<file path="config.mk">
export PLATFORM = sky130hd
export DESIGN_NAME = efc_frame_track
export DESIGN_NICKNAME = d
export VERILOG_FILES = /design/src/rtl/efc_pkg.sv /design/src/rtl/efc_frame_track.sv
export SDC_FILE = /design/constraint.sdc
export NUM_CORES = 1
export LEC_CHECK = 0
export BUFFER_PORTS_ARGS = -buffer_cell sky130_fd_sc_hd__buf_2
export CORE_AREA = 2 2 146 112
export DETAILED_ROUTE_END_ITERATION = 12
export DIE_AREA = 0 0 148 114
export GPL_TIMING_DRIVEN = 0
export PLACE_DENSITY = 0.62
export SYNTH_ARGS = -nofsm -noshare
export SYNTH_HDL_FRONTEND = slang
export SYNTH_SLANG_ARGS = --single-unit
</file>
<file path="constraint.sdc">
create_clock -name clk -period 3 [get_ports clk]
set_input_delay 0.45 -clock clk [delete_from_list [all_inputs] [get_ports clk]]
set_output_delay 0.45 -clock clk [all_outputs]
set_load 0.01 [all_outputs]
</file>
<file path="src/rtl/efc_pkg.sv">
package efc_pkg;

    typedef struct packed {
        logic [7:0] data_byte;
        logic       end_of_frame;
    } byte_item_t;

    typedef struct packed {
        logic [2:0]  status;
        logic [13:0] payload_length;
    } result_item_t;

    typedef enum logic [2:0] {
        ST_GOOD     = 3'd0,
        ST_BAD_TYPE = 3'd1,
        ST_BAD_LEN  = 3'd2,
        ST_BAD_CRC  = 3'd3,
        ST_SHORT    = 3'd4
    } status_t;

    localparam logic [1:0] CFG_MAX_PAYLOAD   = 2'd0;
    localparam logic [1:0] CFG_EXPECTED_TYPE = 2'd1;

    localparam logic [13:0] MAX_PAYLOAD_RESET   = 14'd1500;
    localparam logic [15:0] EXPECTED_TYPE_RESET = 16'h86dd;

    localparam int unsigned COUNT_FIELD_MAX = 16383;
    localparam logic [13:0] MIN_FRAME       = 14'd18;
    localparam logic [13:0] TRAILER_BYTES   = 14'd4;
    localparam logic [13:0] TYPE_HI_POS     = 14'd12;
    localparam logic [13:0] TYPE_LO_POS     = 14'd13;

    localparam logic [31:0] CRC_POLY = 32'hedb8_8320;
    localparam logic [31:0] CRC_INIT = 32'hffff_ffff;

    typedef struct packed {
        logic [31:0] crc;
        logic [31:0] trailer;
        logic [15:0] frame_type;
        logic [13:0] total;
    } frame_info_t;

    function automatic logic [31:0] crc_byte(input logic [31:0] crc, input logic [7:0] b);
        logic [31:0] c;
        c = crc ^ {24'd0, b};
        for (int i = 0; i < 8; i++)
        begin
            c = c[0] ? ((c >> 1) ^ CRC_POLY) : (c >> 1);
        end
        return c;
    endfunction

endpackage

</file>
<file path="src/rtl/efc_frame_track.sv">
module efc_frame_track
    import efc_pkg::*;
#(
    parameter int unsigned MAX_FRAME_BYTES = 16384
) (
    input  logic        clk,
    input  logic        rst_n,
    input  logic        step,
    input  byte_item_t  item,
    output frame_info_t info
);

    localparam int unsigned CountLimitInt =
        (MAX_FRAME_BYTES < COUNT_FIELD_MAX) ? MAX_FRAME_BYTES : COUNT_FIELD_MAX;
    localparam logic [13:0] CountLimit = CountLimitInt[13:0];

    logic [31:0]      crc_reg,   crc_next;
    logic [3:0][7:0]  tail_reg,  tail_next;
    logic [13:0]      count_reg, count_next;
    logic [15:0]      type_reg,  type_next;

    logic [31:0] crc_step;
    logic [14:0] count_inc;
    logic [13:0] total;
    logic [15:0] type_step;

    always_comb
    begin
        crc_step  = (count_reg >= TRAILER_BYTES) ? crc_byte(crc_reg, tail_reg[0]) : crc_reg;
        count_inc = {1'b0, count_reg} + 15'd1;
        total     = (count_inc > {1'b0, CountLimit}) ? CountLimit : count_inc[13:0];
        type_step = type_reg;
        if (count_reg == TYPE_HI_POS)
        begin
            type_step = {item.data_byte, type_reg[7:0]};
        end
        else if (count_reg == TYPE_LO_POS)
        begin
            type_step = {type_reg[15:8], item.data_byte};
        end
        info = '{crc:        crc_step,
                 trailer:    {item.data_byte, tail_reg[3], tail_reg[2], tail_reg[1]},
                 frame_type: type_step,
                 total:      total};
    end

    always_comb
    begin
        crc_next   = crc_reg;
        tail_next  = tail_reg;
        count_next = count_reg;
        type_next  = type_reg;
        if (step)
        begin
            if (item.end_of_frame)
            begin
                crc_next   = CRC_INIT;
                tail_next  = '0;
                count_next = '0;
                type_next  = '0;
            end
            else
            begin
                crc_next   = crc_step;
                tail_next  = {item.data_byte, tail_reg[3], tail_reg[2], tail_reg[1]};
                count_next = total;
                type_next  = type_step;
            end
        end
    end

    always_ff @(posedge clk or negedge rst_n)
    begin
        if (!rst_n)
        begin
            crc_reg   <= CRC_INIT;
            tail_reg  <= '0;
            count_reg <= '0;
            type_reg  <= '0;
        end
        else
        begin
            crc_reg   <= crc_next;
            tail_reg  <= tail_next;
            count_reg <= count_next;
            type_reg  <= type_next;
        end
    end

    assert property (@(posedge clk) disable iff (!rst_n)
        count_reg <= CountLimit)
        else $error("byte count above its limit");

    assert property (@(posedge clk) disable iff (!rst_n)
        (step && item.end_of_frame) |=> (count_reg == '0 && crc_reg == CRC_INIT))
        else $error("frame state not cleared after last byte");

    assert property (@(posedge clk) disable iff (!rst_n)
        (count_reg <= TRAILER_BYTES) |-> (crc_reg == CRC_INIT))
        else $error("crc advanced before the delay line filled");

endmodule

</file>
Yosys cells after proc, flatten, opt, wreduce, memory -nomap -nowiden

Index checks and enable logic that the tools add are counted.

Register bits after elaboration: 94
Bits in latches: 0
Bits in writable memories: 0
ROM bits: 0
Output and inout bits: 94
Memories: 0

Add/sub/neg operators: 1
$mul: 0
Div/mod/pow operators: 0
$lt $le $gt $ge: 2
Equal/unequal tests: 2
Shift operators: 0
Muxes and demuxes: 16
Bitwise operators: 9
Reduce and logical (&&, ||, !) cells: 0

Operator list:

| cell                    | count |
|---|---|
| $mux W32                | 11 |
| $not A13 Y14            | 8 |
| $mux W16                | 2 |
| $xor A32 B8 Y32         | 1 |
| $eq A14 B4 Y1 const B   | 2 |
| $mux W14                | 2 |
| $add A14 B1 Y15 const B | 1 |
| $gt A15 B14 Y1 const B  | 1 |
| $ge A14 B3 Y1 const B   | 1 |
| $mux W8                 | 1 |

Logic depth before layout (Yosys ltp)

Depth after elaboration: 19
Gate-level depth with buffers: 9

Worst setup path before layout

OpenSTA, ideal clock, no wires.

Path kind: register to output
From: register count_reg[1]
To: output info[0] (netlist name)
Arrival: 2035 ps
Data required time: 2550 ps
Path slack: 515 ps
Cell stages (with the launch flop): 8
Buffers on the path: 1
Cell sequence: dfrtp_1 > ha_1 > buf_2 > nand3_1 > or3_1 > a221oi_1 > nand4_1 > o211ai_1

RTL lines:

| element                  | line                  | source |
|---|---|---|
| start: declaration       | efc_frame_track.sv:19 | `logic [13:0] count_reg, count_next;` |
| start signal: assignment | efc_frame_track.sv:85 | `count_reg <= count_next;` |
| end: declaration         | efc_frame_track.sv:10 | `output frame_info_t info` |

==> run summary <==
The run finished, with violations left. The checks that failed: negative setup slack. The number of nets in the synthesized netlist came out at 615. The endpoint of the lowest-slack register-to-register path is type_reg[11]. Walking the worst path, the cells encountered are buf_6 > buf_4 > nand3_1 > or3_1 > a221oi_4 > nand4_1 > buf_6 > o211ai_1 > buf_2. The internal power consumption came out at approximately 3 mW. The type of element launching the critical path is a flop. The quantity of I/O buffers inserted on ports came out at 104. The area of the core came out at roughly 16000 µm². The maximum fanout along the worst path came out at 7. The number of flip-flops under the largest register name came out at 32. The filler cell count in the final layout came out at 1510. Setup violations remaining at the end of the flow were counted as 1. Among all stages on the critical path, the largest delay is contributed by sky130_fd_sc_hd__or3_1. The tree is rooted in a sky130_fd_sc_hd__clkbuf_16. The final hold violation count came out at 0.

The antenna cell count is 0. Setup repair after global routing could not meet its margin everywhere. The final hold slack came out at 0.1311 ns.

After detailed routing, the average wire length per cell comes to 17.68 µm. The number of synthesized flops with an enable pin is 0. In this run the register-to-register setup slack is 0.58 ns. Of the total power, the clock network draws 0.244. The overall overflow remaining after global route came out at 0. The pre-antenna-repair detailed-routing pass consisted of 5 iterations. The number of vias per cell came out at 5.386. The number of register bits inferred by synthesis is 94. The area of all sequential standard cells is 2400 µm². The largest net degree at the start of global routing is 52. The first global-routing pass estimated 26250 µm of wire. The starting density of the core came out at 0.3904. After synthesis, the cell types taking the most area are sky130_fd_sc_hd__dfrtp_1, sky130_fd_sc_hd__dfstp_2, sky130_fd_sc_hd__xnor2_1. The delay of the slowest cell on the worst path came out at between 0.4 and 0.5 ns. The Yosys step of the flow raised 0 warnings. The overall die area came out at 16870 µm². The routed via count came out at ~5.1k. The synthesized cell area is 6096 µm².

IR analysis of the VDD net gives a maximum drop of 0.3238 mV. The number of CTS-inserted buffers is 9. Clock-pin slew was measured on the worst setup and hold paths at 0.07 ns. The number of slew-limit violations in the final report was 0. The later pin in the worst-skew pair is clocked with a latency of 0.35 ns. The time the final worst path needs with I/O delays and setup came out at 3.007 ns.

The number of cells traversed by the worst register-to-register path is 7. In this run the power spent charging and discharging nets is 1.631 mW. The initial antenna violation count was 0.

The initialized floorplan defines 40 standard-cell rows. The critical path is of the reg -> out type. The post-detailed-route count of antenna-violating nets came out at 0. Measured against its own limit, the worst slew margin works out to 0.4037.

In the synthesized netlist the dominant register cell turns out to be sky130_fd_sc_hd__dfrtp_1. The startpoint of the lowest-slack register-to-register path is count_reg[6]. The post-route fraction of the period consumed by the critical path is 1.002. The HPWL after detailed placement is 12040 µm. The number of distinct library cells after synthesis came out at 59. The placer's final routability congestion estimate is 0.9411. Leaving out fill and tap cells, the most frequent cell in the layout is sky130_fd_sc_hd__buf_2.

The tool flagged a number of max-cap violations equal to 0. The cell that appears most often on the critical path is sky130_fd_sc_hd__buf_6. The share of total power dissipated in combinational logic is 0.408.

The total global routing track utilization is 0.1959. The final standard cell utilization of the core came out at 0.4782. The share of synthesized area in the top cell type comes to 0.2545. The post-synthesis cell type with the largest combined area is sky130_fd_sc_hd__dfrtp_1.

The leakage power total came out at 3.443 nW. The relative contribution of sequential cells to total power is 0.348. The final clock skew came out at 0.01169 ns. The total number of nets in the final design is 744.

Of the cells placed in the final design, the portion with a size suffix greater than 1 is 0.4065. After synthesis, the mean cell area works out to 10.18 µm². The wire length after detailed routing came out at 16680 µm. The fraction of synthesis flops using an asynchronous set or reset pin is 1.000. In this run the horizontal extent of the chip is roughly 150 µm. The worst endpoint required time is 2.55 ns.

In the layout the commonest cells are sky130_fd_sc_hd__buf_2, sky130_fd_sc_hd__dfrtp_1, sky130_fd_sc_hd__buf_4. The portion of the post-synthesis area used by sequential elements is 0.3924. The number of DRC markers after the initial detailed-route iteration came out at ~400.

The path class of the tightest hold or removal check is in -> async. After layout, the worst setup slack is -0.007442 ns. Synthesis produced between 500 and 600 cells. For this design the top-level I/O count stands at 106. The y dimension of the die is about 110 µm. The via count of the first global-routing pass came to 4917.

The pin slew with the least headroom to its limit is 0.8876 ns. Summing all multi-input logic gate instances after layout gives 3358 µm². For this design the ratio of total power to cell area is 611.3 nW/µm². The clock net in this run drives a total of 94 sinks. The net switching fraction of the power is 0.3573.

Timing would allow up to 332.5 MHz. The H-tree level count is 3. The sort of element at the end of the critical path is an output pin. TritonCTS built the clock tree. The data arrival time of the critical path is 2.56 ns. After detailed routing, the number of remaining DRC violations is 0.

The largest buffer count on any clock path came out at 2. The layout-stage area growth over the synthesis result is 22.50%.
[synth_stat cells, types with 13 or more instances]
cell and count:
sky130_fd_sc_hd__a22oi_1 15, sky130_fd_sc_hd__o21ai_0 19, sky130_fd_sc_hd__nand2_1 44, sky130_fd_sc_hd__nor2b_1 32, sky130_fd_sc_hd__buf_4 33, sky130_fd_sc_hd__a21oi_1 28
sky130_fd_sc_hd__o22a_1 19, sky130_fd_sc_hd__clkbuf_1 30, sky130_fd_sc_hd__nor2_1 30, sky130_fd_sc_hd__dfrtp_1 62, sky130_fd_sc_hd__dfstp_2 32, sky130_fd_sc_hd__a31o_2 34
sky130_fd_sc_hd__xnor2_1 36, sky130_fd_sc_hd__mux2_2 14, sky130_fd_sc_hd__o2bb2ai_1 15, sky130_fd_sc_hd__a31oi_1 13, sky130_fd_sc_hd__xor2_1 18
[per-layer routing]
layer | part of all wire | vias to the layer above | global-route usage
li1 | - | 2377 | -
met1 | 0.47 | 2530 | 0.2832
met2 | 0.47 | 164 | 0.3148
met3 | 0.055 | 8 | 0.03400
met4 | 0.0043 | 0 | 0.03302
met5 | 0 | - | 0
[power groups by stage]
stage	combinational (mW)	clock, mW	sequential (mW)
floorplan	1.28	0	1.56
global placement	1.74	0	1.60
detailed placement	1.78	0	1.60
CTS	1.82	1.14	1.58
global route	2.02	1.18	1.61
finish	1.86	1.11	1.59
[through the flow]
stage / worst slack, ns / power (mW) / TNS (ns) / area (µm²) / cells
after floorplan: 0.5151 / 2.845 / 0 / 6096 / 599
after global placement: 0.06958 / 3.339 / 0 / 6879 / 913
after detailed placement: 0.02035 / 3.380 / 0 / 6909 / 914
after CTS: 0.006385 / 4.539 / 0 / 7300 / 935
after global routing: -0.1161 / 4.806 / -0.5003 / 7467 / 943
final: -0.007442 / 4.565 / -0.007442 / 7467 / 943
[critical path: cells and delay by family (launching register included)]
kind / cells / cell delay [ns]
buffers and inverters: 4 / 0.60
flip-flops: 1 / 0.41
AO/OA/AOI/OAI: 2 / 0.51
AND/OR/NAND/NOR: 3 / 0.70
[final cells by class]
type | count | share of cell area
clock buffer | 10 | 0.03200
tap | 210 | 0.03519
timing repair buffer | 122 | 0.09132
buffer | 75 | 0.06099
sequential | 94 | 0.3214
clock inverter | 6 | 0.005865
inverter | 7 | 0.003519
multi-input combinational | 419 | 0.4497
[cell families after synthesis]
family	Yosys count	synth area share
xor+xnor	75	0.1531
fa+ha+maj	4	0.008211
flops	94	0.3924
buf+inv	86	0.07943
compound gates	172	0.2061
mux	17	0.03243
simple gates	151	0.1283
[repair_timing]
action,4_1_cts,5_1_grt
gates cloned,0,0
setup endpoints to repair,34,22
pin swaps,5,9
hold buffers,0,0
buffers inserted,8,9
resized for setup,11,27
[worst max-delay path by stage]
stage	to	from	cells past startpoint	slack, ns
6_report	info[0]	count_reg[0]	9	-0.007
5_1_grt	info[0]	count_reg[0]	9	-0.12
4_1_cts	info[13]	count_reg[0]	9	0.006
3_5_place_dp	info[13]	count_reg[1]	8	0.02
3_3_place_gp	info[0]	count_reg[1]	8	0.07
2_1_floorplan	info[0]	count_reg[1]	7	0.52
No activity file was read; power rests on OpenSTA's default activity.
